`config.mk`:
```
export PLATFORM = sky130hd
export DESIGN_NAME = sihm_front
export DESIGN_NICKNAME = d
export VERILOG_FILES = /design/src/rtl/sihm_pkg.sv /design/src/rtl/sihm_front.sv
export SDC_FILE = /design/constraint.sdc
export NUM_CORES = 2
export LEC_CHECK = 0
export BUFFER_PORTS_ARGS = -buffer_cell sky130_fd_sc_hd__buf_4
export CAP_MARGIN = 5
export CORE_UTILIZATION = 69
export DETAILED_ROUTE_END_ITERATION = 10
export GPL_ROUTABILITY_DRIVEN = 0
export PLACE_DENSITY = 0.89
export SETUP_SLACK_MARGIN = 0.05
export SLEW_MARGIN = 20
export SYNTH_ARGS = -nofsm -noshare
export SYNTH_HDL_FRONTEND = slang
export SYNTH_SLANG_ARGS = --single-unit
```
`constraint.sdc`:
```
create_clock -name clk_i -period 23.7 [get_ports clk_i]
set_clock_uncertainty 0.15 [all_clocks]
set_input_delay 3.555 -clock clk_i [delete_from_list [all_inputs] [get_ports clk_i]]
set_output_delay 3.555 -clock clk_i [all_outputs]
set_load 0.02 [all_outputs]
```
`src/rtl/sihm_pkg.sv`:
```
// shared types, widths and saturation helpers of the interval hull merge
package sihm_pkg;

  localparam int unsigned MAX_DIMENSION_DEF = 8;
  localparam int unsigned FRAC_BITS_DEF     = 16;

  // depths of the term queue and the result queue
  localparam int unsigned MID_DEPTH = 8;
  localparam int unsigned OUT_DEPTH = 8;

  // arithmetic widths
  localparam int unsigned ACC_W  = 48;
  localparam int unsigned TERM_W = 64;
  localparam int unsigned SUM_W  = TERM_W + 1;
  localparam int unsigned BOX_W  = ACC_W + 1;
  localparam int unsigned VAL_W  = 32;

  localparam logic signed [ACC_W-1:0] ACC_MAX = {1'b0, {(ACC_W-1){1'b1}}};
  localparam logic signed [ACC_W-1:0] ACC_MIN = {1'b1, {(ACC_W-1){1'b0}}};
  localparam logic signed [VAL_W-1:0] VAL_MAX = {1'b0, {(VAL_W-1){1'b1}}};
  localparam logic signed [VAL_W-1:0] VAL_MIN = {1'b1, {(VAL_W-1){1'b0}}};

  typedef struct packed {
    logic                    start_tube;
    logic        [31:0]      star_time;
    logic signed [31:0]      center_value;
    logic signed [31:0]      alpha_value;
    logic signed [31:0]      basis_value;
    logic                    last_term;
    logic                    last_dimension;
  } in_item_t;

  typedef struct packed {
    logic        [2:0]       dim_index;
    logic        [31:0]      start_time;
    logic        [31:0]      end_time;
    logic signed [31:0]      lower_bound;
    logic signed [31:0]      upper_bound;
    logic                    last_of_step;
  } out_item_t;

  // one classified term on its way from the front to the back
  typedef struct packed {
    logic                    start_tube;
    logic                    last_term;
    logic                    last_dimension;
    logic        [31:0]      star_time;
    logic signed [31:0]      center_value;
    logic signed [TERM_W-1:0] term;
  } mid_item_t;

  // clamp a grown sum into the accumulator range
  function automatic logic signed [ACC_W-1:0] sat_acc(input logic signed [SUM_W-1:0] v);
    logic signed [ACC_W-1:0] r;
    if (v > SUM_W'(ACC_MAX)) begin
      r = ACC_MAX;
    end else if (v < SUM_W'(ACC_MIN)) begin
      r = ACC_MIN;
    end else begin
      r = ACC_W'(v);
    end
    return r;
  endfunction

  // clamp a box edge into signed 32 bits
  function automatic logic signed [VAL_W-1:0] sat_val(input logic signed [BOX_W-1:0] v);
    logic signed [VAL_W-1:0] r;
    if (v > BOX_W'(VAL_MAX)) begin
      r = VAL_MAX;
    end else if (v < BOX_W'(VAL_MIN)) begin
      r = VAL_MIN;
    end else begin
      r = VAL_W'(v);
    end
    return r;
  endfunction

endpackage

```
`src/rtl/sihm_front.sv`:
```
// front part: takes requests, forms the rounded term alpha times |basis|
module sihm_front import sihm_pkg::*; #(
  parameter int unsigned FRAC_BITS = FRAC_BITS_DEF
) (
  input  logic      clk_i,
  input  logic      rst_ni,
  input  logic      push,
  output logic      full,
  input  in_item_t  in_data_i,
  input  logic      mid_pop_i,
  output logic      mid_push_o,
  output mid_item_t mid_data_o
);

  localparam int unsigned CNT_W = $clog2(MID_DEPTH + 1);
  localparam logic [63:0] ROUND = (64'd1 << FRAC_BITS) - 64'd1;

  logic             accept;
  logic [CNT_W-1:0] res_q, res_d;
  logic [31:0]      mag_a, mag_b;

  logic             f1_valid_q, f2_valid_q, f3_valid_q;
  mid_item_t        f1_info_q, f2_info_q, f3_info_q;
  logic [31:0]      f1_mag_a_q, f1_mag_b_q;
  logic             f1_neg_q, f2_neg_q;
  logic [63:0]      f2_prod_q;
  logic [63:0]      ceil_prod;
  logic signed [TERM_W-1:0] term;

  // slots reserved in the term queue: requests in flight plus those queued
  assign accept = push && !full;
  assign full   = (res_q >= CNT_W'(MID_DEPTH));

  always_comb begin
    res_d = res_q;
    if (accept && !mid_pop_i) begin
      res_d = res_q + CNT_W'(1);
    end else if (!accept && mid_pop_i) begin
      res_d = res_q - CNT_W'(1);
    end
  end

  // magnitudes of the operands
  assign mag_a = in_data_i.alpha_value[31] ? (~in_data_i.alpha_value + 32'd1)
                                           : in_data_i.alpha_value;
  assign mag_b = in_data_i.basis_value[31] ? (~in_data_i.basis_value + 32'd1)
                                           : in_data_i.basis_value;

  // shift toward minus infinity: floor for a positive product, ceil then negate
  assign ceil_prod = (f2_prod_q + ROUND) >> FRAC_BITS;
  assign term      = f2_neg_q ? -$signed(ceil_prod) : $signed(f2_prod_q >> FRAC_BITS);

  always_ff @(posedge clk_i or negedge rst_ni) begin
    if (!rst_ni) begin
      res_q      <= '0;
      f1_valid_q <= 1'b0;
      f2_valid_q <= 1'b0;
      f3_valid_q <= 1'b0;
    end else begin
      res_q      <= res_d;
      f1_valid_q <= accept;
      f2_valid_q <= f1_valid_q;
      f3_valid_q <= f2_valid_q;
    end
  end

  // stage payloads
  always_ff @(posedge clk_i) begin
    f1_info_q  <= '{start_tube:     in_data_i.start_tube,
                    last_term:      in_data_i.last_term,
                    last_dimension: in_data_i.last_dimension,
                    star_time:      in_data_i.star_time,
                    center_value:   in_data_i.center_value,
                    term:           '0};
    f1_mag_a_q <= mag_a;
    f1_mag_b_q <= mag_b;
    f1_neg_q   <= in_data_i.alpha_value[31];

    f2_info_q <= f1_info_q;
    f2_prod_q <= 64'(f1_mag_a_q) * 64'(f1_mag_b_q);
    f2_neg_q  <= f1_neg_q;

    f3_info_q <= '{start_tube:     f2_info_q.start_tube,
                   last_term:      f2_info_q.last_term,
                   last_dimension: f2_info_q.last_dimension,
                   star_time:      f2_info_q.star_time,
                   center_value:   f2_info_q.center_value,
                   term:           term};
  end

  assign mid_push_o = f3_valid_q;
  assign mid_data_o = f3_info_q;

`ifndef ASSERT_OFF
  // reservations never exceed the term queue
  assert property (@(posedge clk_i) disable iff (!rst_ni)
    res_q <= CNT_W'(MID_DEPTH))
    else $error("term queue over-reserved");
`endif

endmodule

```
# Yosys cells after proc, flatten, opt, wreduce, memory -nomap -nowiden
# Cells that the tools add are included.
[op_classes]
add_sub_neg = 6
mul = 1
order_cmp = 1
mux = 5
n_bitwise = 2
n_reduce_logical = 7
[op_table]
columns = ["op", "count"]
rows = [
  ["32-bit by 1-bit adder with 32-bit output (second input constant)", 2],
  ["64-bit by 16-bit adder with 64-bit output (second input constant)", 1],
  ["32-bit by 32-bit multiplier with 64-bit output", 1],
  ["48-bit negator with 64-bit output", 1],
  ["32-bit NOT", 2],
  ["31-bit 2-to-1 mux", 2],
  ["48-bit 2-to-1 mux", 1],
  ["4-bit 2-to-1 mux", 2],
  ["4-bit by 1-bit adder with 4-bit output (second input constant)", 1],
  ["4-bit greater-or-equal comparator (second input constant)", 1],
  ["4-bit by 1-bit subtractor with 4-bit output (second input constant)", 1],
  ["1-bit logical AND", 3],
  ["1-bit zero test", 3],
  ["2-bit nonzero test", 1],
]
[word_totals]
reg_bits = 402
input_bits = 135
output_inout_bits = 133
wordCells = 50

# Logic depth before layout (Yosys ltp)
[logic_depth]
depth_word = 7
mapped_depth = 28
mapped_depth_nobuf = 26

# Least setup slack after synthesis
# Ideal clock, no wire load.
[synth_timing]
path_type = "reg-to-reg"
from = "register f1_mag_b_q[6]"
to = "register f2_prod_q[60]"
setup_time_ps = 72
arrival_time_ps = 7276
required_ps = 23478
setup_slack_ps = 16202
path_stages_with_launch = 27
n_path_buf = 2
period_less_slack_ps = 7498
cell_sequence = "dfxtp_1 clkbuf_1 and2_1 fa_1 fa_1 fa_1 inv_1 fa_1 inv_1 fa_1 inv_1 fa_1 inv_1 fa_1 fa_1 ha_1 clkbuf_1 nand2_1 or4_1 nor4bb_1 a221o_1 o32ai_1 o211a_1 o21ai_1 a221oi_1 o31ai_1 xor2_1"
[synth_between]
elab_chain_len = 1
[synth_lines]
columns = ["element", "line_no", "source"]
rows = [
  ["start, declared", "sihm_front.sv:24", "logic [31:0] f1_mag_a_q, f1_mag_b_q;"],
  ["start signal, assigned", "sihm_front.sv:76", "f1_mag_b_q <= mag_b;"],
  ["32-bit by 32-bit multiplier with 64-bit output", "sihm_front.sv:80", "f2_prod_q <= 64'(f1_mag_a_q) * 64'(f1_mag_b_q);"],
  ["end signal, assigned", "sihm_front.sv:80", ""],
  ["end, declared", "sihm_front.sv:26", "logic [63:0] f2_prod_q;"],
]
# Every way passes these cells.
# A chain may end at the register's enable or synchronous reset.

# Final worst setup path
[layout_timing]
from = "register f1_mag_a_q[29]"
to = "register f2_prod_q[55]"
[layout_between]
elab_chain_len = 1
[layout_lines]
columns = ["element", "line_no", "source"]
rows = [
  ["start, declared", "sihm_front.sv:24", ""],
  ["start signal, assigned", "sihm_front.sv:75", "f1_mag_a_q <= mag_a;"],
  ["32-bit by 32-bit multiplier with 64-bit output", "sihm_front.sv:80", ""],
]
# Every way passes these cells.

==> run metrics <==
post-CTS setup buffers 0; area share of the largest cell type after synthesis 39.7%; cell area after synthesis 0.0452 mm^2; FMAX 107 MHz; Slew Limit Fails 0; final WL 121 mm; fin cells 5,673; CTS hold repair buffers 0; placed insts 5,596; total CTS buffers 41; most common cell in the netlist fa_1; PortBufs 267; outcome finished clean; initial core utilization 70.0%; die area 0.0665 mm^2; overflow left after global routing 0; Max-Cap Viols 0; synth top area cells fa_1, dfxtp_1, and2_1, ha_1, inv_1; post-synthesis register bit count 402; CP max FO 20; Post-synth top cells fa_1, inv_1, and2_1, nand2_1, dfxtp_1; worst path bufs/invs 6; DR pass1 iterations 8; crit path max-delay cell type dfxtp_1; via count 33,500; Iter 0 DRT Violations 3,008; clk root buf clkbuf_16; Final ANT Viol Nets 0; CP top delay family adder cells; Clock H-tree levels 2; Slew @ Worst Pin 976 ps; final net count 6,085; clock tree buffer depth 3; Die X 258 um; class of the worst hold path flop to flop; Worst Setup Path Type flop to flop; PostCTS Resize Cnt 0; number of library cell types mapped by synthesis 80; Clock Latency Late Sink 620 ps; CP max stage delay 970 ps; HPWL after DPL 89.4 mm; yosys warns 0; layout cell share with drive strength beyond 1 9.18%; final hold slack 157 ps; top cell type by total area after synthesis fa_1; setup violators final 0; CTS sink count 402; clk slew on worst S/H paths 90 ps; CP endpoint kind flop; CP arrival 9660 ps; TritonCTS clock tree yes; core area 0.0646 mm^2; RSZ-0062 raised after global routing false; Synth Instances 4,655; Main synth FF type dfxtp_1; CP startpoint kind flop; initial antenna violation count 3; vias in the first global route 36,400; required time of the worst setup path 24,020 ps; Ports 268; remaining routing DRC violations 0; Post-synth EDFFs 0; Via density 5.91; drt wl/cell 21.3 um; Syn Area/Cell 9.70 um^2; Seq/Total Area, Yosys 17.9%; Layout area overhead 8.88%; Std-Cell Rows 93; largest net degree at the start of global routing 67; Fin. Hold Viols 0; Worst slew margin 34.9%; All-Layer GR Usage 37.4%; Tcrit/Tclk final 39.4%; cell repeated most along the worst path fa_1; first-pass GRT wire length 192 mm; asr flop ratio synth 1.74%; Sum Neg Setup Slack 0 ps; die height 258 um; min Tclk post-route 9340 ps; syn nets 5,956
-- registers in the layout (all words and copies together), names as in the netlist --
signal,cells
f2_valid_q,1
mid_data_o,131
f1_mag_b_q,32
f2_prod_q,64
f1_valid_q,1
mid_push_o,1
f2_neg_q,1
f2_info_q,67
f1_mag_a_q,32
res_q,4
f1_neg_q,1
f1_info_q,67
-- cells in the final DEF (no fill, tap or decap), types with 26 or more instances in the layout --
cell         n
a21o_1      42
a21oi_1     67
and2_1     606
buf_4      329
clkbuf_16   41
dfxtp_1    390
fa_1       897
ha_1       269
inv_1      872
nand2_1    536
nand3_1     52
nor2_1      67
nor3_1      26
o21ai_0     78
or3_1       26
xnor2_1    148
xor2_1      35
-- path summary, 6_finish.rpt --
path                                        to  cells after the start  slack (ps)            from
worst max register to register   f2_prod_q[55]                     26       14360  f1_mag_a_q[29]
min in group asynchronous           f1_valid_q                      1        2610          rst_ni
worst min-delay path            f2_info_q[127]                      0         160  f1_info_q[127]
max in group asynchronous             res_q[0]                      1       20630          rst_ni
worst max-delay path             f2_prod_q[55]                     26       14360  f1_mag_a_q[29]
worst min register to register  f2_info_q[127]                      0         160  f1_info_q[127]
-- final cells by class --
class | instances | area (um^2)
multi-input combinational | 3137 | 32900
clock buffer | 53 | 1130
fill | 4051 | 15400
tap | 855 | 1070
timing repair buffer | 329 | 2470
clock inverter | 19 | 248
sequential | 402 | 8090
antenna | 5 | 12.5
inverter | 873 | 3280
-- cell families after synthesis --
logic type	count (synthesis)	synth area share (%)
AND/OR/NAND/NOR	1447	16.9
adder cells (fa/ha/maj)	1166	47.2
flip-flops	402	17.9
AO/OA/AOI/OAI	336	5.00
multiplexers	5	0.119
XOR/XNOR	183	3.55
buffers and inverters	1116	9.33
-- routing by layer --
layer	track usage [%]	wire length [um]
met1	45.0	42400
met5	0	0
met2	60.4	56200
met4	18.8	6990
met3	12.2	15000
-- per-stage QoR --
step	util, %	instance area [um^2]	setup WS, ps
finish	76.2	49200	14360
global route	76.2	49200	14030
CTS	76.1	49200	14530
detailed placement	74.0	47800	14570
global placement	74.0	47800	14880
floorplan	-	45200	16200
Power is not shown: default switching activity piles up to over one toggle a cycle in this logic, so the estimate is an artifact.
