<file path="config.mk">
export PLATFORM = sky130hd
export DESIGN_NAME = sihm_fifo
export DESIGN_NICKNAME = d
export VERILOG_FILES = /design/src/rtl/sihm_fifo.sv
export SDC_FILE = /design/constraint.sdc
export NUM_CORES = 1
export LEC_CHECK = 0
export BUFFER_PORTS_ARGS = -buffer_cell sky130_fd_sc_hd__buf_2
export CORE_MARGIN = 5
export CORE_UTILIZATION = 39
export DETAILED_ROUTE_END_ITERATION = 12
export GPL_ROUTABILITY_DRIVEN = 1
export SLEW_MARGIN = 15
export SYNTH_ARGS = -nofsm -noshare
export SYNTH_HDL_FRONTEND = slang
export SYNTH_SLANG_ARGS = --single-unit
</file>
<file path="constraint.sdc">
create_clock -name clk_i -period 3.2 [get_ports clk_i]
set_clock_uncertainty 0.15 [all_clocks]
set_input_delay 0.64 -clock clk_i [delete_from_list [all_inputs] [get_ports clk_i]]
set_output_delay 0.64 -clock clk_i [all_outputs]
set_load 0.02 [all_outputs]
</file>
<file path="src/rtl/sihm_fifo.sv">
// small register queue with fill count, used between the parts
module sihm_fifo #(
  parameter int unsigned WIDTH = 8,
  parameter int unsigned DEPTH = 8
) (
  input  logic                       clk_i,
  input  logic                       rst_ni,
  input  logic                       push_i,
  input  logic [WIDTH-1:0]           wdata_i,
  input  logic                       pop_i,
  output logic [WIDTH-1:0]           rdata_o,
  output logic                       empty_o,
  output logic [$clog2(DEPTH+1)-1:0] count_o
);

  localparam int unsigned PW  = (DEPTH > 1) ? $clog2(DEPTH) : 1;
  localparam int unsigned CW  = $clog2(DEPTH + 1);

  logic [WIDTH-1:0] mem_q [DEPTH];
  logic [PW-1:0]    wr_ptr_q, wr_ptr_d;
  logic [PW-1:0]    rd_ptr_q, rd_ptr_d;
  logic [CW-1:0]    count_q, count_d;

  // pointer wrap and fill count
  always_comb begin
    wr_ptr_d = wr_ptr_q;
    rd_ptr_d = rd_ptr_q;
    count_d  = count_q;
    if (push_i) begin
      wr_ptr_d = (wr_ptr_q == PW'(DEPTH - 1)) ? '0 : wr_ptr_q + PW'(1);
    end
    if (pop_i) begin
      rd_ptr_d = (rd_ptr_q == PW'(DEPTH - 1)) ? '0 : rd_ptr_q + PW'(1);
    end
    if (push_i && !pop_i) begin
      count_d = count_q + CW'(1);
    end else if (!push_i && pop_i) begin
      count_d = count_q - CW'(1);
    end
  end

  always_ff @(posedge clk_i or negedge rst_ni) begin
    if (!rst_ni) begin
      wr_ptr_q <= '0;
      rd_ptr_q <= '0;
      count_q  <= '0;
    end else begin
      wr_ptr_q <= wr_ptr_d;
      rd_ptr_q <= rd_ptr_d;
      count_q  <= count_d;
    end
  end

  // storage
  always_ff @(posedge clk_i) begin
    if (push_i) begin
      mem_q[wr_ptr_q] <= wdata_i;
    end
  end

  assign rdata_o = mem_q[rd_ptr_q];
  assign empty_o = (count_q == '0);
  assign count_o = count_q;

`ifndef ASSERT_OFF
  // no request is written into a full queue
  assert property (@(posedge clk_i) disable iff (!rst_ni)
    push_i && !pop_i |-> count_q < CW'(DEPTH))
    else $error("queue written while full");
  // no request is taken from an empty queue
  assert property (@(posedge clk_i) disable iff (!rst_ni)
    pop_i |-> count_q != '0)
    else $error("queue read while empty");
`endif

endmodule

</file>
=== After elaboration in Yosys (flattened, before gate mapping) ===
Memories as Yosys holds them, arrays and structs flattened.
Index checks and enable logic that the tools add are counted.

* Bits in registers: 10
* Bits in writable memories: 64
* Input bits: 12
* Word-level logic and storage cells: 22
* Memories kept: 1

* Add/subtract/negate cells: 4
* Equal/unequal tests: 2
* Multiplexer cells: 6
* Reductions and logical operators: 6

{| class="wikitable"
|+ Memories
! memory !! words !! bits a word !! read ports !! clocked after Yosys merged registers in !! wr ports !! RTL line !! RTL
|-
| mem_q || 8 || 8 || 1 || 0 || 1 || 19 || <nowiki>logic [WIDTH-1:0] mem_q [DEPTH];</nowiki>
|}

{| class="wikitable"
|+ Operators with widths
! operator !! number
|-
| $mux W4 || 2
|-
| $add A3 B1 Y3 const B || 2
|-
| $eq A3 B3 Y1 const B || 2
|-
| $mux W3 || 2
|-
| $add A4 B1 Y4 const B || 1
|-
| $logic_not A4 Y1 || 1
|-
| $sub A4 B1 Y4 const B || 1
|-
| $logic_and A1 B1 Y1 || 2
|-
| $logic_not A1 Y1 || 2
|-
| $mux W1 || 2
|-
| $reduce_bool A2 Y1 || 1
|}

=== Logic depth before layout (Yosys ltp) ===
Gate-level depths: netlist of the first run.

* Word-level depth: 4
* Depth in mapped cells: 7
* Mapped depth without buffers: 7

=== Least setup slack after synthesis of the first run ===
OpenSTA, ideal clock, no wires.

* Kind: input to register
* From: input pop_i
* To: register count_q[3] (netlist: count_o[3])
* Setup time: 131 ps
* Arrival: 1,995 ps
* Slack: 924 ps
* Stages: 7
* Cells stage by stage: inv_1 > ha_1 > inv_1 > ha_1 > or4_1 > o211ai_1 > o211ai_1

* Longest elaborated chain between the ends: 3
* Elaborated cells between the ends (all ways): 5

{| class="wikitable"
|+ RTL lines
! item !! RTL line !! RTL
|-
| start: declaration || 10 || <nowiki>input logic pop_i,</nowiki>
|-
| $logic_not A1 Y1 || 35 || <nowiki>if (push_i && !pop_i) begin</nowiki>
|-
| $logic_and A1 B1 Y1 || 35 ||
|-
| $mux W4 / $reduce_bool A2 Y1 (equally long branches) || - ||
|-
| end signal: assignment || 50 || <nowiki>count_q <= count_d;</nowiki>
|-
| end: declaration || 22 || <nowiki>logic [CW-1:0] count_q, count_d;</nowiki>
|}

Parallel ways exist; a longest one is shown, timed or not.
A chain may end at the register's enable or synchronous reset.

=== Worst setup path after layout of the first run ===
* From: register rd_ptr_q[0]
* To: output rdata_o[5]

* Longest elaborated chain between the ends: 1

{| class="wikitable"
|+ RTL lines
! item !! RTL line !! RTL
|-
| start: declaration || 21 || <nowiki>logic [PW-1:0] rd_ptr_q, rd_ptr_d;</nowiki>
|-
| start signal: assignment || 49 || <nowiki>rd_ptr_q <= rd_ptr_d;</nowiki>
|-
| $mem_v2 Z8 W8 || - ||
|-
| end: declaration || 11 || <nowiki>output logic [WIDTH-1:0] rdata_o,</nowiki>
|}

No other way between the ends.

==> results.toml, run 1 <==
[routing]
dr_total_vias = 1602
ant_nets = 0
vias_per_cell = 5.25
drc_errors = 0
wl_per_cell_um = 18.3
wl_um = 5590
dr.pass1.iters = 4
drt_iter0_drc = 65

[synth]
seq_area_frac_synth_pct = 69.7
ys_types = 28
yosysWarnings = 0
synth_edf_count = 64
synthCells = 158
ys_seq_elements = 74
synthFlopType = "edfxtp_1"
async_flop_share_pct = 13.5
synthesis.nets = 178
syn_area_um2 = 3120
syn_area_per_cell_um2 = 19.7

[floorplan]
die_w_um = 99.4
dieArea_um2 = 9880
core_um2 = 7770
ioPinCount = 25
die_h_um = 99.4
rows = 32
start_util_pct = 40.1

[timing]
min_period_ps = 2820
fin_crit_sh_pct = 88.0
tightest_slew_ps = 729
slew_viol_final = 0
hold_viol = 0
rsz0062_at_grt = "false"
setup_tns_ps = 0
setup_viol = 0
fmax_ghz = 0.355
slew_headroom_pct = 51.4

[cells_and_area]
fin_util_pct = 45.8
fin_cells = 305
fillers = 671
layout_commonest_cell = "edfxtp_1"
layout_common_cells = "edfxtp_1, buf_2, dfrtp_1, buf_4, clkbuf_8"
drive_above_1_share_pct = 33.0
antenna_cells = 0
layout.nets = 218
fin_area_um2 = 3560
area_delta_synth_final_pct = 14.1

[clock_network]
post_cts_buffers = 0
path_clk_slew_ps = 70
cts_tree = "yes"
cts_hold_buf = 1
cts_resized = 0
ctsLongestPathBuffers = 2
cts_buffers = 9
insertion_delay_ps = 340
htree_levels = 3
cts_sinks = 74
cts_root_buf = "clkbuf_8"

[setup_path]
max_stage_delay_ps = 620
critical_path_class = "reg2out"
crit_fanout = 19
cpMaxStageDelayCell = "mux4_1"
cp-end-kind = "output pin"
cp.required_ps = 2410
cp-start-kind = "register"
worstPathCellList = "buf_4 > mux4_1 > mux2_4 > buf_2"
crit_arrival_ps = 2030

[power]
ir_drop_mv = 0.358
pwr_density_cell_nw_per_um2 = 875
total_power_mw = 3.11
leakage_nw = 1.29

[place]
dp.cells = 288
dp_hpwl_um = 3670
place_area_um2 = 3390
gp_congestion = 0.741
io_buffers = 24

[run_status]
status = "finished clean"

[global_route]
grt_overflow = 0
track_usage_pct = 12.1
grt_max_degree = 20
grt_pass1_wl_um = 8780
antenna_found_initial = 0
grt_pass1_vias = 1659

[hold_path]
hp-class = "reg2reg"

[flow_run]
maxCapViolations = 0
routing by layer:
layer  global-route usage (%)  share of wire [%]
met3                     2.59                4.0
met4                     5.67                2.1
met5                        0                  0
met2                     21.1                 53
met1                     14.3                 41
where the power goes:
part | internal (mW) | switching (mW) | total (mW) | leakage [nW]
Sequential | 1.23 | 0.169 | 1.40 | 0.701
Combinational | 0.580 | 0.540 | 1.12 | 0.510
Clock | 0.276 | 0.313 | 0.589 | 0.0816
Total | 2.09 | 1.02 | 3.11 | 1.29
layout make-up:
cell class / count / area (µm²) / area share (%)
Sequential cell: 74 / 2170 / 61.1
Multi-Input combinational cell: 74 / 882 / 24.8
Timing Repair Buffer: 35 / 205 / 5.77
Clock buffer: 12 / 135 / 3.80
Tap cell: 102 / 128 / 3.59
Clock inverter: 4 / 18.8 / 0.528
Inverter: 4 / 15.0 / 0.422
synth_stat cells, types with 2 or more instances:
master	instances	share of area [%]
edfxtp_1	64	62
nand2b_1	2	0.40
ha_1	7	2.8
mux4_2	8	5.8
nand3b_1	3	0.72
inv_1	4	0.48
o211ai_1	2	0.48
xnor2_1	2	0.56
nor3_1	3	0.48
mux2_2	5	1.8
nand2_1	5	0.60
clkbuf_1	3	0.36
o21ai_0	3	0.48
a21oi_1	2	0.32
nand3_1	2	0.32
mux4_1	8	6.7
mux2_4	8	3.9
nor2_1	8	0.96
dfrtp_1	10	8.0
sequential cells by signal, indices dropped and copies added (netlist names):
name      flops
count_o       4
mem_q        64
rd_ptr_q      3
wr_ptr_q      3
kinds of logic (layout without fill, tap and decap cells):
logic type / count (synthesis) / after routing / synth area share [%]
mux: 30 / 30 / 18.5
simple gates: 26 / 26 / 4.14
fa+ha+maj: 8 / 8 / 3.45
xor+xnor: 2 / 2 / 0.562
flops: 74 / 74 / 69.7
compound gates: 8 / 8 / 1.65
buf+inv: 10 / 55 / 2.01
stage by stage:
stage                     worst slack (ps)  hold slack [ps]
after floorplan                        924              194
after detailed placement               578              366
after global placement                 740              355
final                                  383              411
after CTS                              344              408
after global routing                   262              428
path summary, 6_finish.rpt:
kind / endpoint / cells after the start / from / slack [ps]
min: wr_ptr_q[2] / 1 / wr_ptr_q[2] / 410
min in group asynchronous: count_o[2] / 2 / rst_ni / 550
max reg2reg: rd_ptr_q[2] / 4 / rd_ptr_q[1] / 1280
max: rdata_o[5] / 4 / rd_ptr_q[0] / 380
min reg2reg: wr_ptr_q[2] / 1 / wr_ptr_q[2] / 410
max in group asynchronous: wr_ptr_q[2] / 2 / rst_ni / 2150
critical path: cells and delay by family (launching register included):
family / cells / cell delay, ps
DFF: 1 / 320
buffers and inverters: 2 / 470
muxes: 2 / 900
No activity file was read; power rests on OpenSTA's default activity.
==> inputs of run 2 (changes only) <==
==> constraint.sdc (replaced) <==
create_clock -name clk_i -period 2.4 [get_ports clk_i]
set_clock_uncertainty 0.15 [all_clocks]
set_input_delay 0.48 -clock clk_i [delete_from_list [all_inputs] [get_ports clk_i]]
set_output_delay 0.48 -clock clk_i [all_outputs]
set_load 0.02 [all_outputs]
==> results.toml, run 2 (synthesized netlist as in run 1, its figures left out) <==
[global_route]
track_usage_pct = 11.8
grt_pass1_wl_um = 8700
grt_max_degree = 19
grt_pass1_vias = 1656
antenna_found_initial = 0
grt_overflow = 0

[power]
p_switching_mw = 1.50
pwr_density_cell_nw_per_um2 = 1280
power_frac_comb_pct = 39.4
p_int_mw = 3.29
ir_drop_mv = 0.499
total_power_mw = 4.78
seqPwrFrac_pct = 38.5
swShare_pct = 31.3
clockPowerShare_pct = 22.1
leakage_nw = 1.36

[cells_and_area]
layout_common_cells = "edfxtp_1, buf_2, mux4_2"
layout_commonest_cell = "edfxtp_1"
fin_cells = 311
top_register = "mem_q"
layout.nets = 224
fin_util_pct = 48.3
antenna_cells = 0
seq_area_um2 = 2170
drive_above_1_share_pct = 40.2
area_delta_synth_final_pct = 20.3
fillers = 676
largest_register_ffs = 64
multi_input_area_um2 = 860

[timing]
fin_ws_ps = -148
rsz0062_at_grt = "true"
fin_crit_sh_pct = 106
hold_viol = 0
min_period_ps = 2550
setup_viol = 8
slew_viol_final = 0
fmax_ghz = 0.393
slew_headroom_pct = 57.2
whs_ps = 241
setup_tns_ps = -1070
tightest_slew_ps = 642

[setup_path]
cpMaxStageDelayCell = "mux4_2"
crit_start = "rd_ptr_q[0]"
reg2reg_setup_slack_ps = 480
cp-start-kind = "register"
critical_path_class = "reg2out"
critPathTopFamily = "multiplexers"
cp-end-kind = "output pin"
cp.buffers_inverters = 2
max_stage_delay_ps = 500
worstPathCellList = "clkbuf_16 > mux4_2 > mux2_4 > buf_6"
r2r_start = "rd_ptr_q[0]"
cp.required_ps = 1770
crit_arrival_ps = 1920
crit_fanout = 8

[floorplan]
core_um2 = 7770
rows = 32
dieArea_um2 = 9880
die_w_um = 99.4
start_util_pct = 40.1
ioPinCount = 25
die_h_um = 99.4

[place]
dp.cells = 290
dp_hpwl_um = 3660
io_buffers = 24
gp_congestion = 0.741

[clock_network]
cts_tree = "yes"
cts_root_buf = "clkbuf_8"
cts_buffers = 9
cts_sinks = 74
htree_levels = 3
insertion_delay_ps = 340
ctsLongestPathBuffers = 2
path_clk_slew_ps = 80

[routing]
dr_total_vias = 1574
ant_nets = 0
vias_per_cell = 5.06
dr.pass1.iters = 4
drt_iter0_drc = 46
wl_um = 5840
wl_per_cell_um = 18.8
drc_errors = 0

[hold_path]
hp-class = "in2reg"
hp-start = "pop_i"

[run_status]
status = "finished, violations left"
violations = "negative setup slack"

[flow_run]
maxCapViolations = 0
-- run 2: worst register-to-register path: stages, from the launching register on --
cell	delay [ps]
dfrtp_2	480
clkbuf_16	200
buf_4	140
buf_4	130
ha_1	190
ha_1	260
mux2_2	260
-- run 2: final timing paths --
path                          endpoint  cells after the start
setup / recovery            rdata_o[0]                      4
hold / removal             rd_ptr_q[1]                      2
setup reg to reg           rd_ptr_q[2]                      6
hold reg to reg             count_o[2]                      2
max in group asynchronous  rd_ptr_q[0]                      2
min in group asynchronous   count_o[2]                      2
-- run 2: layer usage --
| metal | part of all wire [%] | track usage [%] |
|---|---|---|
| met4 | 1.2 | 5.36 |
| met5 | 0 | 0 |
| met1 | 44 | 14.5 |
| met3 | 2.9 | 2.88 |
| met2 | 52 | 19.7 |
-- run 2: cell type report --
class | instances | area share [%]
Clock buffer | 9 | 3.30
Clock inverter | 7 | 2.74
Inverter | 4 | 0.400
Multi-Input combinational cell | 74 | 22.9
Sequential cell | 74 | 58.0
Tap cell | 102 | 3.40
Timing Repair Buffer | 41 | 9.28
-- run 2: per-stage QoR --
step	instance area [µm²]	setup slack, ps
after floorplan	3120	284
after global placement	3420	156
after detailed placement	3420	6.91
after CTS	3660	-178
after global routing	3750	-215
final	3750	-148
-- run 2: what timing repair did --
item                                    in CTS  in global routing
gates resized for setup                      1                 22
endpoints found under the hold margin       10                  0
hold buffers                                 1                  0
setup buffers                                1                  1
gates cloned                                 0                  2
endpoints found under the setup margin       8                  8
-- run 2: power by group through the flow --
stage | sequential (mW) | clock [mW] | combinational, mW
6_report | 1.84 | 1.06 | 1.88
5_1_grt | 1.87 | 1.13 | 2.02
3_5_place_dp | 1.85 | 0 | 1.62
3_3_place_gp | 1.83 | 0 | 1.55
4_1_cts | 1.82 | 1.08 | 1.64
2_1_floorplan | 1.82 | 0 | 1.18
