==> config.mk <==
export PLATFORM = sky130hd
export DESIGN_NAME = sihm_back
export DESIGN_NICKNAME = d
export VERILOG_FILES = /design/src/rtl/sihm_pkg.sv /design/src/rtl/sihm_ram.sv /design/src/rtl/sihm_back.sv
export SDC_FILE = /design/constraint.sdc
export NUM_CORES = 1
export LEC_CHECK = 0
export ABC_AREA = 0
export BUFFER_PORTS_ARGS = -buffer_cell sky130_fd_sc_hd__clkbuf_2
export CAP_MARGIN = 25
export CORE_UTILIZATION = 30
export CTS_CLUSTER_SIZE = 8
export DETAILED_ROUTE_END_ITERATION = 12
export GPL_TIMING_DRIVEN = 0
export PLACE_DENSITY = 0.49
export SLEW_MARGIN = 20
export SYNTH_ARGS = -nofsm -noshare
export SYNTH_HDL_FRONTEND = slang
export SYNTH_HIERARCHICAL = 1
export SYNTH_SLANG_ARGS = --single-unit
==> constraint.sdc <==
create_clock -name clk_i -period 14.62 [get_ports clk_i]
set_input_delay 2.924 -clock clk_i [delete_from_list [all_inputs] [get_ports clk_i]]
set_output_delay 2.924 -clock clk_i [all_outputs]
set_load 0.03 [all_outputs]
==> src/rtl/sihm_pkg.sv <==
// shared types, widths and saturation helpers of the interval hull merge
package sihm_pkg;

  localparam int unsigned MAX_DIMENSION_DEF = 8;
  localparam int unsigned FRAC_BITS_DEF     = 16;

  // depths of the term queue and the result queue
  localparam int unsigned MID_DEPTH = 8;
  localparam int unsigned OUT_DEPTH = 8;

  // arithmetic widths
  localparam int unsigned ACC_W  = 48;
  localparam int unsigned TERM_W = 64;
  localparam int unsigned SUM_W  = TERM_W + 1;
  localparam int unsigned BOX_W  = ACC_W + 1;
  localparam int unsigned VAL_W  = 32;

  localparam logic signed [ACC_W-1:0] ACC_MAX = {1'b0, {(ACC_W-1){1'b1}}};
  localparam logic signed [ACC_W-1:0] ACC_MIN = {1'b1, {(ACC_W-1){1'b0}}};
  localparam logic signed [VAL_W-1:0] VAL_MAX = {1'b0, {(VAL_W-1){1'b1}}};
  localparam logic signed [VAL_W-1:0] VAL_MIN = {1'b1, {(VAL_W-1){1'b0}}};

  typedef struct packed {
    logic                    start_tube;
    logic        [31:0]      star_time;
    logic signed [31:0]      center_value;
    logic signed [31:0]      alpha_value;
    logic signed [31:0]      basis_value;
    logic                    last_term;
    logic                    last_dimension;
  } in_item_t;

  typedef struct packed {
    logic        [2:0]       dim_index;
    logic        [31:0]      start_time;
    logic        [31:0]      end_time;
    logic signed [31:0]      lower_bound;
    logic signed [31:0]      upper_bound;
    logic                    last_of_step;
  } out_item_t;

  // one classified term on its way from the front to the back
  typedef struct packed {
    logic                    start_tube;
    logic                    last_term;
    logic                    last_dimension;
    logic        [31:0]      star_time;
    logic signed [31:0]      center_value;
    logic signed [TERM_W-1:0] term;
  } mid_item_t;

  // clamp a grown sum into the accumulator range
  function automatic logic signed [ACC_W-1:0] sat_acc(input logic signed [SUM_W-1:0] v);
    logic signed [ACC_W-1:0] r;
    if (v > SUM_W'(ACC_MAX)) begin
      r = ACC_MAX;
    end else if (v < SUM_W'(ACC_MIN)) begin
      r = ACC_MIN;
    end else begin
      r = ACC_W'(v);
    end
    return r;
  endfunction

  // clamp a box edge into signed 32 bits
  function automatic logic signed [VAL_W-1:0] sat_val(input logic signed [BOX_W-1:0] v);
    logic signed [VAL_W-1:0] r;
    if (v > BOX_W'(VAL_MAX)) begin
      r = VAL_MAX;
    end else if (v < BOX_W'(VAL_MIN)) begin
      r = VAL_MIN;
    end else begin
      r = VAL_W'(v);
    end
    return r;
  endfunction

endpackage

==> src/rtl/sihm_ram.sv <==
// generic single write port ram with registered read
module sihm_ram #(
  parameter int unsigned WIDTH = 64,
  parameter int unsigned DEPTH = 8,
  parameter int unsigned AW    = (DEPTH > 1) ? $clog2(DEPTH) : 1
) (
  input  logic             clk_i,
  input  logic             we_i,
  input  logic [AW-1:0]    waddr_i,
  input  logic [WIDTH-1:0] wdata_i,
  input  logic [AW-1:0]    raddr_i,
  output logic [WIDTH-1:0] rdata_o
);

  logic [WIDTH-1:0] mem_q [DEPTH];
  logic [WIDTH-1:0] rdata_q;

  // write port
  always_ff @(posedge clk_i) begin
    if (we_i) begin
      mem_q[waddr_i] <= wdata_i;
    end
  end

  // registered read, old data on a same-cycle write
  always_ff @(posedge clk_i) begin
    rdata_q <= mem_q[raddr_i];
  end

  assign rdata_o = rdata_q;

endmodule

==> src/rtl/sihm_back.sv <==
// back part: accumulates the radius, forms the box and merges with the previous star
module sihm_back import sihm_pkg::*; #(
  parameter int unsigned MAX_DIMENSION = MAX_DIMENSION_DEF
) (
  input  logic      clk_i,
  input  logic      rst_ni,
  input  logic      mid_empty_i,
  input  mid_item_t mid_data_i,
  output logic      mid_pop_o,
  input  logic      out_pop_i,
  output logic      out_push_o,
  output out_item_t out_data_o
);

  localparam int unsigned DIM_W  = (MAX_DIMENSION > 1) ? $clog2(MAX_DIMENSION) : 1;
  localparam int unsigned OCNT_W = $clog2(OUT_DEPTH + 1);

  // running state
  logic signed [ACC_W-1:0] acc_q;
  logic [DIM_W-1:0]        dim_q;
  logic                    have_prev_q;
  logic [31:0]             prev_time_q;
  logic [OCNT_W-1:0]       ores_q, ores_d;

  // first step, on the queue head
  logic signed [ACC_W-1:0] acc_base, acc_new;
  logic [DIM_W-1:0]        d_base;
  logic                    hp_eff;
  logic                    b1_go;
  logic                    produce;

  // second step: box of the finished dimension
  logic                    b2_valid_q;
  logic signed [31:0]      b2_center_q;
  logic signed [ACC_W-1:0] b2_acc_q;
  logic [DIM_W-1:0]        b2_dim_q;
  logic                    b2_hp_q;
  logic [31:0]             b2_start_time_q, b2_end_time_q;
  logic                    b2_last_d_q;
  logic                    b2_fwd_q;
  logic [63:0]             b2_fwd_data_q;
  logic signed [31:0]      b2_up, b2_lo;
  logic [63:0]             ram_rdata, prev_box;

  // third step: merge
  logic                    b3_valid_q;
  logic signed [31:0]      b3_up_q, b3_lo_q, b3_prev_up_q, b3_prev_lo_q;
  logic [DIM_W-1:0]        b3_dim_q;
  logic [31:0]             b3_start_time_q, b3_end_time_q;
  logic                    b3_last_d_q;

  // take the next term only with a result slot reserved
  assign mid_pop_o = !mid_empty_i && (ores_q < OCNT_W'(OUT_DEPTH));
  assign b1_go     = mid_pop_o && mid_data_i.last_term;

  // a new tube forgets history before its first term
  assign acc_base = mid_data_i.start_tube ? '0 : acc_q;
  assign d_base   = mid_data_i.start_tube ? '0 : dim_q;
  assign hp_eff   = mid_data_i.start_tube ? 1'b0 : have_prev_q;
  assign acc_new  = sat_acc(SUM_W'(acc_base) + SUM_W'(mid_data_i.term));
  assign produce  = b1_go && hp_eff;

  always_comb begin
    ores_d = ores_q;
    if (produce && !out_pop_i) begin
      ores_d = ores_q + OCNT_W'(1);
    end else if (!produce && out_pop_i) begin
      ores_d = ores_q - OCNT_W'(1);
    end
  end

  // accumulator, dimension count and star history
  always_ff @(posedge clk_i or negedge rst_ni) begin
    if (!rst_ni) begin
      acc_q       <= '0;
      dim_q       <= '0;
      have_prev_q <= 1'b0;
      prev_time_q <= '0;
      ores_q      <= '0;
      b2_valid_q  <= 1'b0;
      b3_valid_q  <= 1'b0;
    end else begin
      ores_q     <= ores_d;
      b2_valid_q <= b1_go;
      b3_valid_q <= b2_valid_q && b2_hp_q;
      if (mid_pop_o) begin
        if (!mid_data_i.last_term) begin
          acc_q       <= acc_new;
          dim_q       <= d_base;
          have_prev_q <= hp_eff;
        end else begin
          acc_q <= '0;
          if (mid_data_i.last_dimension) begin
            dim_q       <= '0;
            have_prev_q <= 1'b1;
            prev_time_q <= mid_data_i.star_time;
          end else begin
            dim_q       <= (d_base < DIM_W'(MAX_DIMENSION - 1)) ? d_base + DIM_W'(1)
                                                                 : d_base;
            have_prev_q <= hp_eff;
          end
        end
      end
    end
  end

  // previous box store, read as the dimension finishes
  sihm_ram #(
    .WIDTH (64),
    .DEPTH (MAX_DIMENSION),
    .AW    (DIM_W)
  ) u_prev_box (
    .clk_i   (clk_i),
    .we_i    (b2_valid_q),
    .waddr_i (b2_dim_q),
    .wdata_i ({b2_up, b2_lo}),
    .raddr_i (d_base),
    .rdata_o (ram_rdata)
  );

  // capture the finished dimension, with a bypass for a write to the same entry
  always_ff @(posedge clk_i) begin
    if (b1_go) begin
      b2_center_q     <= mid_data_i.center_value;
      b2_acc_q        <= acc_new;
      b2_dim_q        <= d_base;
      b2_hp_q         <= hp_eff;
      b2_start_time_q <= prev_time_q;
      b2_end_time_q   <= mid_data_i.star_time;
      b2_last_d_q     <= mid_data_i.last_dimension;
      b2_fwd_q        <= b2_valid_q && (b2_dim_q == d_base);
      b2_fwd_data_q   <= {b2_up, b2_lo};
    end
  end

  // box edges, saturated
  assign b2_up    = sat_val(BOX_W'(b2_center_q) + BOX_W'(b2_acc_q));
  assign b2_lo    = sat_val(BOX_W'(b2_center_q) - BOX_W'(b2_acc_q));
  assign prev_box = b2_fwd_q ? b2_fwd_data_q : ram_rdata;

  always_ff @(posedge clk_i) begin
    b3_up_q         <= b2_up;
    b3_lo_q         <= b2_lo;
    b3_prev_up_q    <= prev_box[63:32];
    b3_prev_lo_q    <= prev_box[31:0];
    b3_dim_q        <= b2_dim_q;
    b3_start_time_q <= b2_start_time_q;
    b3_end_time_q   <= b2_end_time_q;
    b3_last_d_q     <= b2_last_d_q;
  end

  // merged box towards the result queue
  always_comb begin
    out_data_o.dim_index    = 3'(b3_dim_q);
    out_data_o.start_time   = b3_start_time_q;
    out_data_o.end_time     = b3_end_time_q;
    out_data_o.lower_bound  = (b3_prev_lo_q < b3_lo_q) ? b3_prev_lo_q : b3_lo_q;
    out_data_o.upper_bound  = (b3_prev_up_q > b3_up_q) ? b3_prev_up_q : b3_up_q;
    out_data_o.last_of_step = b3_last_d_q;
  end

  assign out_push_o = b3_valid_q;

`ifndef ASSERT_OFF
  // result slots reserved never exceed the result queue
  assert property (@(posedge clk_i) disable iff (!rst_ni)
    ores_q <= OCNT_W'(OUT_DEPTH))
    else $error("result queue over-reserved");
  // a finished dimension with a previous star leads to a merged result through the second and third steps
  assert property (@(posedge clk_i) disable iff (!rst_ni)
    produce |=> ##1 out_push_o)
    else $error("merged result lost in the pipeline");
`endif

endmodule

# Word-level counts from Yosys, hierarchy flattened
# Memories as Yosys holds them, arrays and structs flattened. A register that Yosys moved wholly into a read port is not among the register bits.
# Index checks and enable logic that the tools add are counted.
[classes]
n_addsub = 6
n_lt_le_gt_ge = 10
n_eq_ne = 1
n_mux = 22
reduce_logical = 12
[ops]
columns = ["operator", "n"]
rows = [
  ["32-bit two-way mux", 6],
  ["48-bit two-way mux", 4],
  ["49-bit by 32-bit > comparator with 1-bit output (second input constant)", 2],
  ["49-bit by 32-bit less-than comparator with 1-bit output (second input constant)", 2],
  ["48-bit by 64-bit adder with 65-bit output", 1],
  ["65-bit by 48-bit > comparator with 1-bit output (second input constant)", 1],
  ["65-bit by 48-bit less-than comparator with 1-bit output (second input constant)", 1],
  ["64-bit two-way mux", 1],
  ["32-bit by 48-bit adder with 49-bit output", 1],
  ["32-bit by 48-bit subtractor with 49-bit output", 1],
  ["32-bit > comparator", 1],
  ["32-bit less-than comparator", 1],
  ["3-bit two-way mux", 4],
  ["4-bit two-way mux", 2],
  ["1-bit logical AND", 7],
  ["1-bit two-way mux", 5],
  ["4-bit by 1-bit adder with 4-bit output (second input constant)", 1],
  ["4-bit less-than comparator (second input constant)", 1],
  ["4-bit by 1-bit subtractor with 4-bit output (second input constant)", 1],
  ["3-bit by 1-bit adder with 3-bit output (second input constant)", 1],
  ["3-bit equality test", 1],
  ["1-bit logical NOT", 3],
  ["3-bit less-than comparator (second input constant)", 1],
  ["3-bit AND reduction", 1],
  ["2-bit nonzero test", 1],
]
[word_totals]
ff_bits = 500
mem_bits_rw = 512
in_bits = 135
out_inout_bits = 134
wordCells = 76
n_memories = 1
[mem_list]
columns = ["memory", "depth", "word_bits", "rd", "rd_clocked_by_memory_dff", "wr", "line", "rtl"]
rows = [
  ["u_prev_box.mem_q", 8, 64, 1, 1, 1, "sihm_ram.sv:15", "logic [WIDTH-1:0] mem_q [DEPTH];"],
]

# Longest topological paths before layout
[logic_depth]
ltp_word = 8
ltp_mapped = 19
mapped_depth_nobuf = 15

# Hierarchy
# The synthesis kept the hierarchy.
[by_module_without_submodules]
columns = ["module", "n_inst", "cells_each", "area_per_inst_um2", "seq_area_each_um2"]
rows = [
  ["sihm_back", 1, 2979, 29173.0, 12602.1],
  ["sihm_ram", 1, 816, 20558.5, 16656.0],
]

# Least setup slack after synthesis
# Ideal clock, no wire load.
[synth_timing]
path_type = "input to register"
from = "input mid_empty_i"
to = "register b2_valid_q"
setup_time_ns = 0.579
arrival_ns = 7.853
required_ns = 14.041
path_slack_ns = 6.188
stages = 5
path_buffers = 1
path_cell_list = "or2_2 clkbuf_1 inv_1 nand2_1 inv_1"
[synth_via]
elab_chain_cells = 3
[synth_lines]
columns = ["item", "line", "rtl"]
rows = [
  ["from (decl)", "sihm_back.sv:7", "input logic mid_empty_i,"],
  ["1-bit logical NOT", "sihm_back.sv:53", "assign mid_pop_o = !mid_empty_i && (ores_q < OCNT_W'(OUT_DEPTH));"],
  ["1-bit logical AND", "sihm_back.sv:53", ""],
  ["named net mid_pop_o", "sihm_back.sv:9", "output logic mid_pop_o,"],
  ["1-bit logical AND", "sihm_back.sv:54", "assign b1_go = mid_pop_o && mid_data_i.last_term;"],
  ["named net b1_go", "sihm_back.sv:29", "logic b1_go;"],
  ["to (signal assigned)", "sihm_back.sv:84", "b2_valid_q <= b1_go;"],
  ["to (decl)", "sihm_back.sv:33", "logic b2_valid_q;"],
]
# The timed path passes the listed nets, and every way through them passes these cells.
# A chain may end at the register's enable or synchronous reset.

# Worst setup path after layout
[layout_timing]
from = "input mid_data_i[130] (netlist name)"
to = "register b2_acc_q[0], data pin"
[layout_via]
elab_chain_cells = 5
word_cells_on_any_way = 6
cone_classes = "add/sub (1); order compare (2); mux (3)"
[layout_lines]
columns = ["item", "line", "rtl"]
rows = [
  ["from (decl)", "sihm_back.sv:8", "input mid_item_t mid_data_i,"],
  ["48-bit two-way mux (*)", "sihm_back.sv:57", "assign acc_base = mid_data_i.start_tube ? '0 : acc_q;"],
  ["48-bit by 64-bit adder with 65-bit output (*)", "sihm_back.sv:60", "assign acc_new = sat_acc(SUM_W'(acc_base) + SUM_W'(mid_data_i.term));"],
  ["65-bit by 48-bit less-than comparator with 1-bit output", "sihm_pkg.sv:57", "end else if (v < SUM_W'(ACC_MIN)) begin"],
  ["48-bit two-way mux", "sihm_pkg.sv:57", ""],
  ["48-bit two-way mux (*)", "sihm_pkg.sv:55", "if (v > SUM_W'(ACC_MAX)) begin"],
  ["named net acc_new[0]", "sihm_back.sv:26", "logic signed [ACC_W-1:0] acc_base, acc_new;"],
  ["to (signal assigned)", "sihm_back.sv:125", "b2_acc_q <= acc_new;"],
  ["to (decl)", "sihm_back.sv:35", "logic signed [ACC_W-1:0] b2_acc_q;"],
]
# The timed path passes the listed nets; every way through them passes the cells marked *.

==> flow_metrics.env <==
export IMPL_die_w_um=409
export IMPL_pre_cts_ws_ns=4.53
export IMPL_grt_busiest_layer="met2"
export IMPL_placed_area_um2=54900
export IMPL_clk_root_buffer_cell="clkbuf_16"
export IMPL_worstSetupEndpointType="flip-flop"
export IMPL_ys_flop_type="edfxtp_1"
export IMPL_p_leak_nw=21.9
export IMPL_synth_area_top_cells="edfxtp_1, dfxtp_1, mux4_2"
export IMPL_setup_tns_ns=0
export IMPL_drv_cap=0
export IMPL_seq_area_frac_synth_pct=58.8
export IMPL_drtIter0Drc=2489
export IMPL_port_buffers=268
export IMPL_ir_worst_vdd_v=0.000120
export IMPL_final_common_cell="edfxtp_1"
export IMPL_coreArea_um2=165000
export IMPL_worstSetupPathType="in -> reg"
export IMPL_yosysTopAreaCell="edfxtp_1"
export IMPL_grt_pass1_vias=33387
export IMPL_synth_cells=3795
export IMPL_ys_warn_count=6
export IMPL_layout_setup_ws_ns=5.18
export IMPL_fin_crit_ns=9.44
export IMPL_synth_cell_types=93
export IMPL_first_pass_iters=5
export IMPL_synth_adder_area_share_pct=5.87
export IMPL_worstPathRequired_ns=15.11
export IMPL_cts_tree="built"
export IMPL_grt_max_degree=79
export IMPL_worstSkewPairLatency_ns=0.77
export IMPL_stdcell_area_um2=59500
export IMPL_slowest_stage="nor4_1"
export IMPL_drcViolationCount=0
export IMPL_drv_slew=0
export IMPL_gr_total_overflow=0
export IMPL_synth_top_family_by_area="multiplexers"
export IMPL_cts_setup_buffers=0
export IMPL_ys_ff_latch=1076
export IMPL_via_count=33066
export IMPL_async_reset_ff_share_pct=8.36
export IMPL_final_cell_mix="edfxtp_1, clkbuf_2, dfxtp_1, mux2_2, ha_1"
export IMPL_slowest_delay_ns=0.65
export IMPL_syn_area_per_cell_um2=13.1
export IMPL_drive_gt1_share_pct=22.5
export IMPL_hold_class="reg -> reg"
export IMPL_cts_num_sinks=1076
export IMPL_synth_nets=4161
export IMPL_status="finished, final reports clean"
export IMPL_postCtsHoldBufs=0
export IMPL_rsz0062_at_grt="false"
export IMPL_fmax_ghz=0.106
export IMPL_synth_simple_area_share_pct=7.49
export IMPL_drt_total_wl_um=147000
export IMPL_maxSlewHeadroom_pct=26.0
export IMPL_synth_area_mux_share_pct=11.1
export IMPL_synth_xor_xnor_area_share_pct=2.50
export IMPL_grt_met2_usage_pct=28.4
export IMPL_netlist_area_um2=49700
export IMPL_pwr_density_cell_nw_per_um2=179
export IMPL_start_util_pct=30.2
export IMPL_yosysTopAreaCellShare_pct=43.8
export IMPL_ctsHtreeMaxLevel=4
export IMPL_die_h_um=409
export IMPL_fillers=16184
export IMPL_clk_path_buf_depth=3
export IMPL_path_cells="clkbuf_2 -> clkbuf_1 -> clkbuf_1 -> nor2b_2 -> buf_8 -> ha_1 -> clkbuf_1 -> nand2_1 -> nor4_1 -> nand4_1 -> a211oi_1 -> or4_1 -> nand4_1 -> or3_1 -> nor4_1 -> a21oi_1 -> clkbuf_1 -> o21ai_0"
export IMPL_ios=269
export IMPL_die_area_um2=167000
export IMPL_use_met3_pct=2.64
export IMPL_synth_compound_area_share_pct=11.0
export IMPL_cp_max_fo=17
export IMPL_cts_resized=0
export IMPL_numCtsBuffers=154
export IMPL_fin_skew_ns=0.0539
export IMPL_cp_common_cell="clkbuf_1"
export IMPL_tightest_slew_ns=1.08
export IMPL_synth_edf_count=726
export IMPL_grt_antenna_before_repair=11
export IMPL_rows=149
export IMPL_place_congestion=0.913
export IMPL_start_kind="input port"
export IMPL_detail_route_wl_per_cell_um=22.2
export IMPL_grt_total_usage_pct=17.3
export IMPL_ant_nets=0
export IMPL_worstPathArrival_ns=9.93
export IMPL_syn2layout_area_growth_pct=19.7
export IMPL_finalCritPeriodShare_pct=64.6
export IMPL_use_met1_pct=23.5
export IMPL_dpl_hpwl_um=110000
export IMPL_setup_viol=0
export IMPL_hold_viol=0
export IMPL_grt_pass1_wl_um=217000
export IMPL_fin_nets=4661
export IMPL_clk_pin_slew_worst_paths_ns=0.07
export IMPL_vias_per_cell=5.00
==> final cells by class <==
type,instances,area [um^2],area share [%]
timing repair buffer,344,2320,3.90
inverter,189,717,1.20
clock buffer,268,4330,7.28
clock inverter,17,298,0.500
antenna,1,2.50,0.00420
multi-input combinational,2350,19000,31.9
tap,2189,2740,4.60
sequential,1076,29300,49.1
buffer,180,857,1.44
==> critical path, delay by kind of cell <==
family          cells  cell delay, ns
compound gates      3            1.60
simple gates        8            2.82
buf+inv             6            2.28
fa+ha+maj           1            0.27
==> Yosys cell counts (all sizes together) (16+ instances only) <==
library cell	count
and3	16
a31oi	24
mux2	229
nor4	37
o21bai	30
nand3	52
a21boi	52
nor2	159
a21o	53
nor3	45
ha	227
a21oi	208
o21a	25
clkbuf	115
nor2b	86
dfxtp	260
o31ai	29
o21ai	286
inv	184
xnor2	110
nand4	54
edfxtp	726
o211ai	20
a211oi	18
mux4	128
dfrtp	90
nand2	212
nand2b	18
xor2	32
buf	65
==> registers in the layout, summed over array words and instances, names as in the netlist, 48 cells and up <==
name / flops
b2_acc_q: 48
acc_q: 48
u_prev_box/mem_q: 512
b2_fwd_data_q: 64
u_prev_box/rdata_o: 64
==> per-layer routing <==
| metal | up-vias | share of wire [%] |
|---|---|---|
| met2 | 840 | 48 |
| li1 | 15392 | - |
| met5 | - | 0.0089 |
| met1 | 16632 | 46 |
| met4 | 2 | 2.1 |
| met3 | 200 | 4.3 |
==> final timing paths <==
| check | startpoint | end | slack (ns) | cells after the start |
|---|---|---|---|---|
| max reg2reg | b2_center_q[31] | b2_fwd_data_q[36] | 8.14 | 15 |
| max | mid_data_i[130] | b2_acc_q[0] | 5.18 | 18 |
| max in group asynchronous | rst_ni | acc_q[46] | 11.84 | 2 |
| min reg2reg | b2_end_time_q[15] | b3_end_time_q[15] | 0.33 | 0 |
| min | b2_end_time_q[15] | b3_end_time_q[15] | 0.33 | 0 |
| min in group asynchronous | rst_ni | prev_time_q[7] | 2.06 | 1 |
==> power breakdown <==
part | switching [mW] | total [mW] | leakage, nW | internal [mW]
Clock | 1.34 | 3.37 | 2.19 | 2.03
Combinational | 2.13 | 3.30 | 9.98 | 1.17
Sequential | 0.160 | 4.00 | 9.77 | 3.84
==> metrics by stage <==
stage / cells / hold slack, ns / utilization [%] / total power, mW
after floorplan: 3795 / 0.323 / - / 6.21
after global placement: 6252 / 0.324 / 32.7 / 7.33
after detailed placement: 6323 / 0.327 / 33.3 / 7.37
after CTS: 6608 / 0.333 / 36.1 / 10.8
after global routing: 6614 / 0.341 / 36.1 / 11.2
final: 6614 / 0.335 / 36.1 / 10.7
==> cell families after synthesis <==
kind of cell | after synthesis
compound gates | 865
xor+xnor | 142
fa+ha+maj | 231
buf+inv | 369
flops | 1076
mux | 364
simple gates | 748
Power figures use the tool's default switching activity.
